--- src/design/srs_fifo.sv ---
// small register queue with count, used between the stages and on the result side
module srs_fifo #(
    parameter int WIDTH = 8,
    parameter int DEPTH = 4
) (
    input  logic             i_clk,
    input  logic             i_rst_n,
    input  logic             i_push,
    input  logic [WIDTH-1:0] i_wdata,
    input  logic             i_pop,
    output logic [WIDTH-1:0] o_rdata,
    output logic             o_full,
    output logic             o_empty
);
    localparam int PW = (DEPTH > 1) ? $clog2(DEPTH) : 1;
    localparam int CW = $clog2(DEPTH + 1);

    logic [WIDTH-1:0] r_mem [DEPTH];
    logic [PW-1:0]    r_wr;
    logic [PW-1:0]    r_rd;
    logic [CW-1:0]    r_cnt;
    logic             w_do_push;
    logic             w_do_pop;

    // status and head word
    assign o_full    = (r_cnt == CW'(DEPTH));
    assign o_empty   = (r_cnt == '0);
    assign o_rdata   = r_mem[r_rd];
    assign w_do_push = i_push && !o_full;
    assign w_do_pop  = i_pop && !o_empty;

    // storage
    always_ff @(posedge i_clk) begin
        if (w_do_push) begin
            r_mem[r_wr] <= i_wdata;
        end
    end

    // pointers and fill count
    always_ff @(posedge i_clk) begin
        if (!i_rst_n) begin
            r_wr  <= '0;
            r_rd  <= '0;
            r_cnt <= '0;
        end else begin
            if (w_do_push) begin
                r_wr <= (r_wr == PW'(DEPTH - 1)) ? '0 : r_wr + PW'(1);
            end
            if (w_do_pop) begin
                r_rd <= (r_rd == PW'(DEPTH - 1)) ? '0 : r_rd + PW'(1);
            end
            if (w_do_push && !w_do_pop) begin
                r_cnt <= r_cnt + CW'(1);
            end else if (w_do_pop && !w_do_push) begin
                r_cnt <= r_cnt - CW'(1);
            end
        end
    end

endmodule

--- config.mk ---
export PLATFORM = sky130hd
export DESIGN_NAME = srs_fifo
export DESIGN_NICKNAME = d
export VERILOG_FILES = /design/src/design/srs_fifo.sv
export SDC_FILE = /design/constraint.sdc
export NUM_CORES = 1
export LEC_CHECK = 0
export ABC_AREA = 1
export BUFFER_PORTS_ARGS = -buffer_cell sky130_fd_sc_hd__buf_2
export CORE_MARGIN = 1
export CORE_UTILIZATION = 28
export CTS_BUF_LIST = sky130_fd_sc_hd__clkbuf_8 sky130_fd_sc_hd__clkbuf_16
export DETAILED_ROUTE_END_ITERATION = 10
export GPL_TIMING_DRIVEN = 1
export SKIP_LAST_GASP = 1
export SLEW_MARGIN = 5
export SYNTH_ARGS = -nofsm -noshare
export SYNTH_HDL_FRONTEND = slang
export SYNTH_SLANG_ARGS = --single-unit
--- constraint.sdc ---
create_clock -name i_clk -period 5.7 [get_ports i_clk]
set_clock_uncertainty 0.1 [all_clocks]
set_input_delay 1.71 -clock i_clk [delete_from_list [all_inputs] [get_ports i_clk]]
set_output_delay 1.71 -clock i_clk [all_outputs]
set_load 0.03 [all_outputs]
==> run summary <==
status - completed
cts bufs inserted - 5
Adder-Cell Fraction of Synth Area - 0.0562
mapped cell area - 0.00169 sq mm
Peak supply drop - 0.258 mV
post-synthesis simple-gate area fraction - 0.119
relative max-transition margin - 0.429
fillers - 580
CP max FO - 17
Tmin final - 3.56 ns
initial core utilization - 0.298
post-route insts no fill - 247
setup ws final - 2.14 ns
layout cells sized above 1 - 0.194
Core Area - 0.00568 sq mm
Seq/Total Area, Yosys - 0.674
clk slew on worst S/H paths - 0.08 ns
synth top area cells - edfxtp_1 57%, dfxtp_1 11%, nor2_1 7.3%, ha_1 4.4%, o21ai_0 4.1%
IO Port Bufs - 21
Root Driver - clkbuf_8
Clock Path Buffers - 2
Synth Area in Compound Gates - 0.0953
DRT iter0 DRCs - 42
WL/cell - 12.0 microns
Post-synth EDFFs - 32
total wire length - 2980 microns
Critical Path RT - 3.89 ns
synthesis-to-finish area growth - 17.0%
Detailed Place HPWL - 1990 microns
Cells after Synth - 148
# diodes - 0
syn nets - 167
synthesized flop and latch total - 41
design area - 0.00198 sq mm
CP startpoint kind - flip-flop
Boundary Pins - 22
DRC - 0
vias in the first global route - 1023
Commonest cells post-synth - 33 x nor2_1, 32 x edfxtp_1, 18 x inv_1
Netlist cell types - 18
Final nets - 193
Achievable Freq - 281 MHz
main flop type after synthesis - edfxtp_1
largest family of logic cells by synthesized area - simple AND/OR/NAND/NOR gates
DR vias - 1071
pwr/cell area - 488 mW/mm^2
die height - 79.8 microns
Least-Margin Pin Slew - 0.853 ns
initial antenna violation count - 0
TritonCTS clock tree - built
cts-stage hold buffer count - 0
synthesized area per cell - 11.4 sq um
share of synthesized registers carrying an async set or reset - 0
post-route setup TNS - 0 ns
drt first pass iters - 4
hold crit path type - flip-flop to flip-flop
Area after DPL - 0.00187 sq mm
all-layer global routing usage - 0.102
area leader, netlist - edfxtp_1
YS warnings - 0
H-tree depth - 2
WHS - 0.412 ns
Post-Place Worst Slack - 2.43 ns
RSZ-0062 raised after global routing - no
mux contribution to synthesized area - 0
pin count of the biggest net entering global routing - 18
total of max-cap violations - 0
Clock Sinks - 41
crit path kind - flip-flop to output pin
row count - 27
Setup-failing EPs final - 0
Worst-Skew Late Latency - 0.29 ns
post-route ant nets - 0
Lkg Pwr - 0.786 nW
Worst Setup End Kind - output pin
Die ar. - 0.00636 sq mm
global-route wire length before repair - 4750 microns
most common cell in the synthesized netlist - nor2_1
grt ovf - 0
Tcrit/Tclk final - 0.624
Final Core Density - 0.349
Post-Synth XOR/XNOR Area - 0
Yosys top cell area share - 0.568
fin. max-slew vios - 0
WP data arrival - 1.75 ns
final hold violations - 0
placed instance count - 239
post-CTS sizing - 0
die width - 79.8 microns
Pwr Total - 0.967 mW
Final GP Congestion - 0.696
number of vias per cell - 4.34
Setup Fix Bufs, Post-CTS - 0
-- area by class of cell --
cell class,count,area (sq um),share of cell area
clock buffer,5,68.8,0.0347
clock inverter,3,46.3,0.0234
inverter,19,71.3,0.0360
multi-input combinational,86,458,0.231
sequential,41,1140,0.576
tap,72,90.1,0.0455
timing repair buffer,21,105,0.0531
-- cell usage in the layout (no fill, tap or decap), drive strengths merged --
cell type  Yosys  routed
nand3b         1       1
dfxtp          9       9
nor2          33      33
bufinv         0       1
a21oi          2       2
clkinv         0       1
clkinvlp       0       1
inv           19      19
o22ai          8       8
nand3          1       1
o21ai         18      18
fa             1       1
buf            2      21
nand2         15      15
edfxtp        32      32
ha             6       6
nand4          1       1
clkbuf         0       5
-- cells by family (layout without fill, tap and decap cells) --
| group | count (synthesis) | in the layout |
|---|---|---|
| fa+ha+maj | 7 | 7 |
| simple gates | 51 | 51 |
| buf+inv | 21 | 48 |
| compound gates | 28 | 28 |
| flops | 41 | 41 |
-- per-layer routing --
| layer | global-route usage | vias up | part of all wire |
|---|---|---|---|
| met5 | 0 | - | 0 |
| li1 | - | 554 | - |
| met3 | 0.0297 | 8 | 0.040 |
| met2 | 0.171 | 22 | 0.47 |
| met1 | 0.117 | 487 | 0.47 |
| met4 | 0.0536 | 0 | 0.023 |
-- state kept, by name (all words and copies together) (netlist names), named ones only --
name / flops
r_mem: 32
r_cnt: 3
r_rd: 2
r_wr: 2
-- worst paths after layout --
path                    startpoint  cells after the start                    end  slack, ns
max                      flip-flop                      4             o_rdata[4]       2.14
min          r_cnt[0]$_SDFFE_PN0P_                      2  r_cnt[0]$_SDFFE_PN0P_       0.41
max reg2reg  r_cnt[1]$_SDFFE_PN0P_                      9  r_cnt[1]$_SDFFE_PN0P_       3.75
min reg2reg  r_cnt[0]$_SDFFE_PN0P_                      2  r_cnt[0]$_SDFFE_PN0P_       0.41
-- critical path, stage by stage (launching register included) --
cell and delay [ns]:
dfxtp_1 0.69, inv_2 0.27, o21ai_0 0.22, o22ai_1 0.09
buf_2 0.18
-- power breakdown --
| part | total [mW] | leakage (nW) | switching, mW | internal (mW) |
|---|---|---|---|---|
| registers | 0.410 | 0.368 | 0.0382 | 0.372 |
| logic | 0.323 | 0.364 | 0.223 | 0.100 |
| clock network | 0.234 | 0.0543 | 0.103 | 0.131 |
| total | 0.967 | 0.786 | 0.364 | 0.603 |
No activity file was read; power rests on OpenSTA's default activity.
