**src/design/srs_pkg.sv**
```systemverilog
// shared types, widths, register codes and constants for the sine row shift block
package srs_pkg;

    // field widths
    localparam int COL_W      = 12;
    localparam int ROW_W      = 12;
    localparam int TIME_W     = 31;
    localparam int MS_W       = 10;
    localparam int LIN_W      = 12;
    localparam int CYC_W      = 16;
    localparam int HGT_W      = 13;
    localparam int CT_W       = 12;
    localparam int CW_W       = 13;

    // derived datapath widths
    localparam int A_W        = CT_W + 1;           // clip_top + row
    localparam int H2_W       = HGT_W - 1;          // half the layer height
    localparam int TP_W       = TIME_W + H2_W;      // time times half height
    localparam int DEN_W      = CYC_W + LIN_W;      // cycle times lines
    localparam int SINE_W     = 16;
    localparam int PROD_W     = SINE_W + MS_W + 1;
    localparam int Q15_FRAC   = 15;
    localparam int OFS_W      = PROD_W - Q15_FRAC;
    localparam int DIMW       = 14;                 // holds any clip limit up to 8192
    localparam int DC_W       = DIMW + 1;

    // configuration port
    localparam int CFG_IDX_W  = 3;
    localparam int CFG_DATA_W = 16;

    localparam logic [CFG_IDX_W-1:0] CFG_MAX_SHIFT    = 3'd0;
    localparam logic [CFG_IDX_W-1:0] CFG_WAVE_LINES   = 3'd1;
    localparam logic [CFG_IDX_W-1:0] CFG_WAVE_CYCLE   = 3'd2;
    localparam logic [CFG_IDX_W-1:0] CFG_LAYER_HEIGHT = 3'd3;
    localparam logic [CFG_IDX_W-1:0] CFG_CLIP_TOP     = 3'd4;
    localparam logic [CFG_IDX_W-1:0] CFG_CLIP_WIDTH   = 3'd5;

    // register values after reset
    localparam logic [MS_W-1:0]  MAX_SHIFT_RST    = 10'd0;
    localparam logic [LIN_W-1:0] WAVE_LINES_RST   = 12'd64;
    localparam logic [CYC_W-1:0] WAVE_CYCLE_RST   = 16'd1000;
    localparam logic [HGT_W-1:0] LAYER_HEIGHT_RST = 13'd480;
    localparam logic [CT_W-1:0]  CLIP_TOP_RST     = 12'd0;
    localparam logic [CW_W-1:0]  CLIP_WIDTH_RST   = 13'd640;

    // parameter defaults
    localparam int SINE_ENTRIES_DEF = 1024;
    localparam int PIXEL_BITS_DEF   = 32;
    localparam int MAX_DIM_DEF      = 4096;

    // queue depths
    localparam int MIDQ_DEPTH = 4;
    localparam int OUTQ_DEPTH = 4;

    // sine table build, Q28 fixed point
    localparam longint Q28_ONE      = 64'sd268435456;
    localparam longint TWO_PI_Q28   = 64'sd1686629713;
    localparam longint ROUND_HALF   = 64'sd4096;
    localparam longint ROUND_DIV    = 64'sd8192;
    localparam longint Q15_MAX      = 64'sd32767;
    localparam longint Q15_MIN      = -64'sd32768;
    localparam int     TAYLOR_TERMS = 12;
    localparam longint TAYLOR_DIV [TAYLOR_TERMS] = '{
        64'sd6, 64'sd20, 64'sd42, 64'sd72, 64'sd110, 64'sd156,
        64'sd210, 64'sd272, 64'sd342, 64'sd420, 64'sd506, 64'sd600
    };
    localparam int TRUNC_BIAS = 32767;

    // configuration registers
    typedef struct packed {
        logic [MS_W-1:0]  max_shift;
        logic [LIN_W-1:0] wave_lines;
        logic [CYC_W-1:0] wave_cycle;
        logic [HGT_W-1:0] layer_height;
        logic [CT_W-1:0]  clip_top;
        logic [CW_W-1:0]  clip_width;
    } t_cfg;

    // word held in the queue between front and back, pixel travels beside it
    typedef struct packed {
        logic [COL_W-1:0] col;
        logic [ROW_W-1:0] row;
        logic [A_W-1:0]   a;
        logic [TP_W-1:0]  tprod;
    } t_fq_word;

    // clip width clamped to the largest frame dimension
    function automatic logic [DIMW-1:0] clip_limit(input logic [CW_W-1:0] cw,
                                                   input logic [DIMW-1:0] max_dim);
        logic [DIMW-1:0] w;
        begin
            w = DIMW'(cw);
            return (w > max_dim) ? max_dim : w;
        end
    endfunction

endpackage

```
**src/design/srs_front.sv**
```systemverilog
// front end: takes a word, drops pixels outside the clip, forms the phase terms
module srs_front #(
    parameter int PIXEL_BITS = srs_pkg::PIXEL_BITS_DEF,
    parameter int MAX_DIM    = srs_pkg::MAX_DIM_DEF
) (
    input  logic                     i_clk,
    input  logic                     i_rst_n,
    input  srs_pkg::t_cfg            i_cfg,
    input  logic                     i_push,
    output logic                     o_full,
    input  logic [PIXEL_BITS-1:0]    i_src_pixel,
    input  logic [srs_pkg::COL_W-1:0]  i_src_column,
    input  logic [srs_pkg::ROW_W-1:0]  i_clip_row,
    input  logic [srs_pkg::TIME_W-1:0] i_frame_time,
    output logic                     o_q_push,
    output logic [PIXEL_BITS-1:0]    o_q_pixel,
    output srs_pkg::t_fq_word        o_q_word,
    input  logic                     i_q_full
);
    import srs_pkg::*;

    logic                  r_vld;
    logic [PIXEL_BITS-1:0] r_px;
    logic [COL_W-1:0]      r_col;
    logic [ROW_W-1:0]      r_row;
    logic [TIME_W-1:0]     r_time;
    logic [DIMW-1:0]       w_limit;
    logic                  w_keep;
    logic [H2_W-1:0]       w_h2;

    // input stage holds while the queue is full
    assign o_full = r_vld && i_q_full;

    always_ff @(posedge i_clk) begin
        if (!i_rst_n) begin
            r_vld <= 1'b0;
        end else if (!o_full) begin
            r_vld <= i_push;
        end
    end

    always_ff @(posedge i_clk) begin
        if (i_push && !o_full) begin
            r_px   <= i_src_pixel;
            r_col  <= i_src_column;
            r_row  <= i_clip_row;
            r_time <= i_frame_time;
        end
    end

    // a source column beyond the clip never yields a word
    assign w_limit = clip_limit(i_cfg.clip_width, DIMW'(MAX_DIM));
    assign w_keep  = (DIMW'(r_col) < w_limit);
    assign w_h2    = i_cfg.layer_height[HGT_W-1:1];

    // row term and time term for the phase
    assign o_q_push       = r_vld && w_keep && !i_q_full;
    assign o_q_pixel      = r_px;
    assign o_q_word.col   = r_col;
    assign o_q_word.row   = r_row;
    assign o_q_word.a     = A_W'(i_cfg.clip_top) + A_W'(r_row);
    assign o_q_word.tprod = TP_W'(r_time) * TP_W'(w_h2);

endmodule

```
**config.mk**
```make
export PLATFORM = sky130hd
export DESIGN_NAME = srs_front
export DESIGN_NICKNAME = d
export VERILOG_FILES = /design/src/design/srs_pkg.sv /design/src/design/srs_front.sv
export SDC_FILE = /design/constraint.sdc
export NUM_CORES = 1
export LEC_CHECK = 0
export BUFFER_PORTS_ARGS = -buffer_cell sky130_fd_sc_hd__buf_2
export CAP_MARGIN = 20
export CORE_MARGIN = 5
export CORE_UTILIZATION = 55
export CTS_BUF_LIST = sky130_fd_sc_hd__clkbuf_8
export DETAILED_ROUTE_END_ITERATION = 10
export PLACE_DENSITY = 0.83
export SYNTH_ARGS = -nofsm -noshare
export SYNTH_HDL_FRONTEND = slang
export SYNTH_SLANG_ARGS = --single-unit
```
**constraint.sdc**
```tcl
create_clock -name i_clk -period 16.8 [get_ports i_clk]
set_clock_uncertainty 0.05 [all_clocks]
set_input_delay 2.52 -clock i_clk [delete_from_list [all_inputs] [get_ports i_clk]]
set_output_delay 2.52 -clock i_clk [all_outputs]
set_load 0.01 [all_outputs]
```
==> results.cfg <==
[setup_path]
crit_fanout = 31
r2r_cells = 3
worstSetupEndpointType = output pin
required_ns = 14.23
startpoint_type = primary input
cp.arrival_ns = 8.46
worst-setup-path-type = in2out

[layout]
final_layout_size_suffix_gt1_frac = 0.161
fillers = 2213
num-nets-final = 2316
syn2layout_area_growth_pct = 10.5

[timing]
hold_violations = 0
fin_crit_sh = 0.656
rsz0062_at_grt = no
setup_slack_ns = 5.77
slew_headroom = 0.263
tightest_slew_ns = 1.10
final_max_slew_viol_count = 0
setup_violations = 0
period_minus_slack_ns = 11.03
timing.fmax_mhz = 90.7
fin_tns_setup_ns = 0

[worst_hold_path]
hp-class = reg2reg
holdPathStages = 2

[place]
dp_hpwl_mm = 30.5
dp_slack_ns = 5.83
gp_congestion = 0.924
io_buffers = 241

[yosys]
synthMuxAreaShare = 0.000749
netlist_instances = 1579
synth_top_family_by_area = adder cells
synth_edf_count = 87
synth_xor_area_frac = 0.0268
syn_area_um2 = 15000
synth-simple-area-share = 0.158
yosysTopAreaCellShare = 0.387
synthArstFlopShare = 0
yosysMostFrequentCell = inv_1
synth-seq-cells = 88
synthesis.nets = 2141
synth_top_cell_by_area = fa_1
netlist_top_cells_count = inv_1 (316), nand2_1 (298), fa_1 (291), and2_1 (114), ha_1 (104)
seq_area_frac_synth = 0.175
synth-adder-area-share = 0.474
ys.warnings.count = 0
synth_compound_area_frac = 0.0669
synth-main-ff-cell = edfxtp_1
syn-mean-instance-area_um2 = 9.53
synthTopCellsByArea = fa_1 (39%), edfxtp_1 (17%), ha_1 (8.7%), inv_1 (7.9%), nand2_1 (7.4%)
synthDistinctLibCells = 65

[route]
wl_per_cell_um = 18.2
via_per_inst = 5.57
wl_met3_mm = 2.79
wl_met1_mm = 14.3
routed_wl_mm = 38.2
drt_iter0_drc = 779
dr.pass1.iters = 7
vias = 11700
wl_met2_mm = 19.7
top_layer_used = met5
postRouteAntennaNets = 0
drc = 0

[grt]
grt_overflow = 0
grt_pass1_vias = 12900
grtUsageTotal = 0.259
grt_pass1_wl_mm = 63.7
antenna_found_initial = 6
grt_start_max_net_pins = 51

[job]
drv_cap = 0

[clocking]
cts_tree = yes
postCtsHoldBufs = 0
clkSinkCount = 88
clock_path_buffers = 2
numCtsBuffers = 9
post_cts_buffers = 0
root_buffer = clkbuf_8
path_clk_slew_ns = 0.08
cts_resized = 0
h-tree-depth = 3
clk_latency_ns = 0.38

[die]
initial_utilization = 0.558
rows = 60
dieHeight_um = 175
chipWidth_um = 175
core_um2 = 27000
die_area_um2 = 30800
ios = 281

[run_status]
status = complete, no violations
-- stage by stage --
step                      hold WS (ns)  instance area [um2]  instances   util
final                            0.640                16600       2104  0.617
after global routing             0.703                16600       2104  0.617
after CTS                        0.645                16600       2100  0.616
after detailed placement         0.633                16400       2084  0.608
after global placement           0.600                16400       2084  0.608
after floorplan                  0.580                15000       1579      -
-- kinds of logic after synthesis --
kind of cell / count (synthesis)
and+or+nand+nor: 507
adders and majority gates: 395
buffers and inverters: 394
AOI/OAI and AO/OA: 148
DFF: 88
xor gates and xnor gates: 46
muxes: 1
-- registers in the layout, summed over array words and instances (netlist names) --
signal / flops
o_q_pixel: 32
r_col: 12
r_row: 12
r_time: 31
r_vld: 1
-- layout make-up --
type | instances | area, um2 | area share
Multi-Input combinational cell | 1097 | 10900 | 0.657
Inverter | 316 | 1190 | 0.0714
Tap cell | 341 | 427 | 0.0257
Sequential cell | 88 | 2630 | 0.158
Clock buffer | 9 | 124 | 0.00745
Timing Repair Buffer | 242 | 1210 | 0.0730
Clock inverter | 7 | 101 | 0.00610
Antenna cell | 4 | 10.0 | 0.000602
-- worst max-delay path, cell delays in order --
cell	delay, ns
buf_2	0.55
nand2_1	0.18
fa_1	0.47
fa_1	0.57
inv_1	0.06
fa_1	0.49
fa_1	0.50
inv_1	0.05
fa_1	0.48
inv_1	0.04
ha_1	0.33
and4_1	0.27
a2bb2oi_1	0.19
nand2_1	0.21
a41o_1	0.39
a21oi_1	0.30
o211ai_1	0.23
a221oi_2	0.30
xnor2_1	0.16
buf_2	0.16
-- placed cells by master (no fill, tap or decap), drive strengths merged, types with 3 or more instances in the layout --
master	count
nand3	9
a21o	29
edfxtp	87
buf	242
and2	115
o21a	5
xnor2	28
o21ai	22
fa	291
inv	319
diode	4
a21oi	48
o21bai	5
and3	6
ha	104
or3	4
xor2	18
or2	8
clkbuf	9
and4	3
nor3	9
a31oi	5
o211ai	4
nor2b	12
nor4	3
nand4	9
nand2	299
nor2	24
a211oi	9
-- path summary, 6_finish.rpt --
path,startpoint,end,slack [ns]
min reg2reg,r_vld,r_vld,0.64
max reg2reg,r_vld,o_q_pixel[6],14.30
min,r_vld,r_vld,0.64
max,i_cfg[30],o_q_word[40],5.77
-- routing by layer --
layer  global-route usage  vias to the layer above
li1                     -                     5185
met1                0.316                     5918
met2                0.454                      506
met3               0.0474                      108
met4                0.107                        2
met5                    0                        -
Power is left out: the tool's default activity adds up to more than one toggle a clock period on the data nets, which glitch-free logic cannot reach.
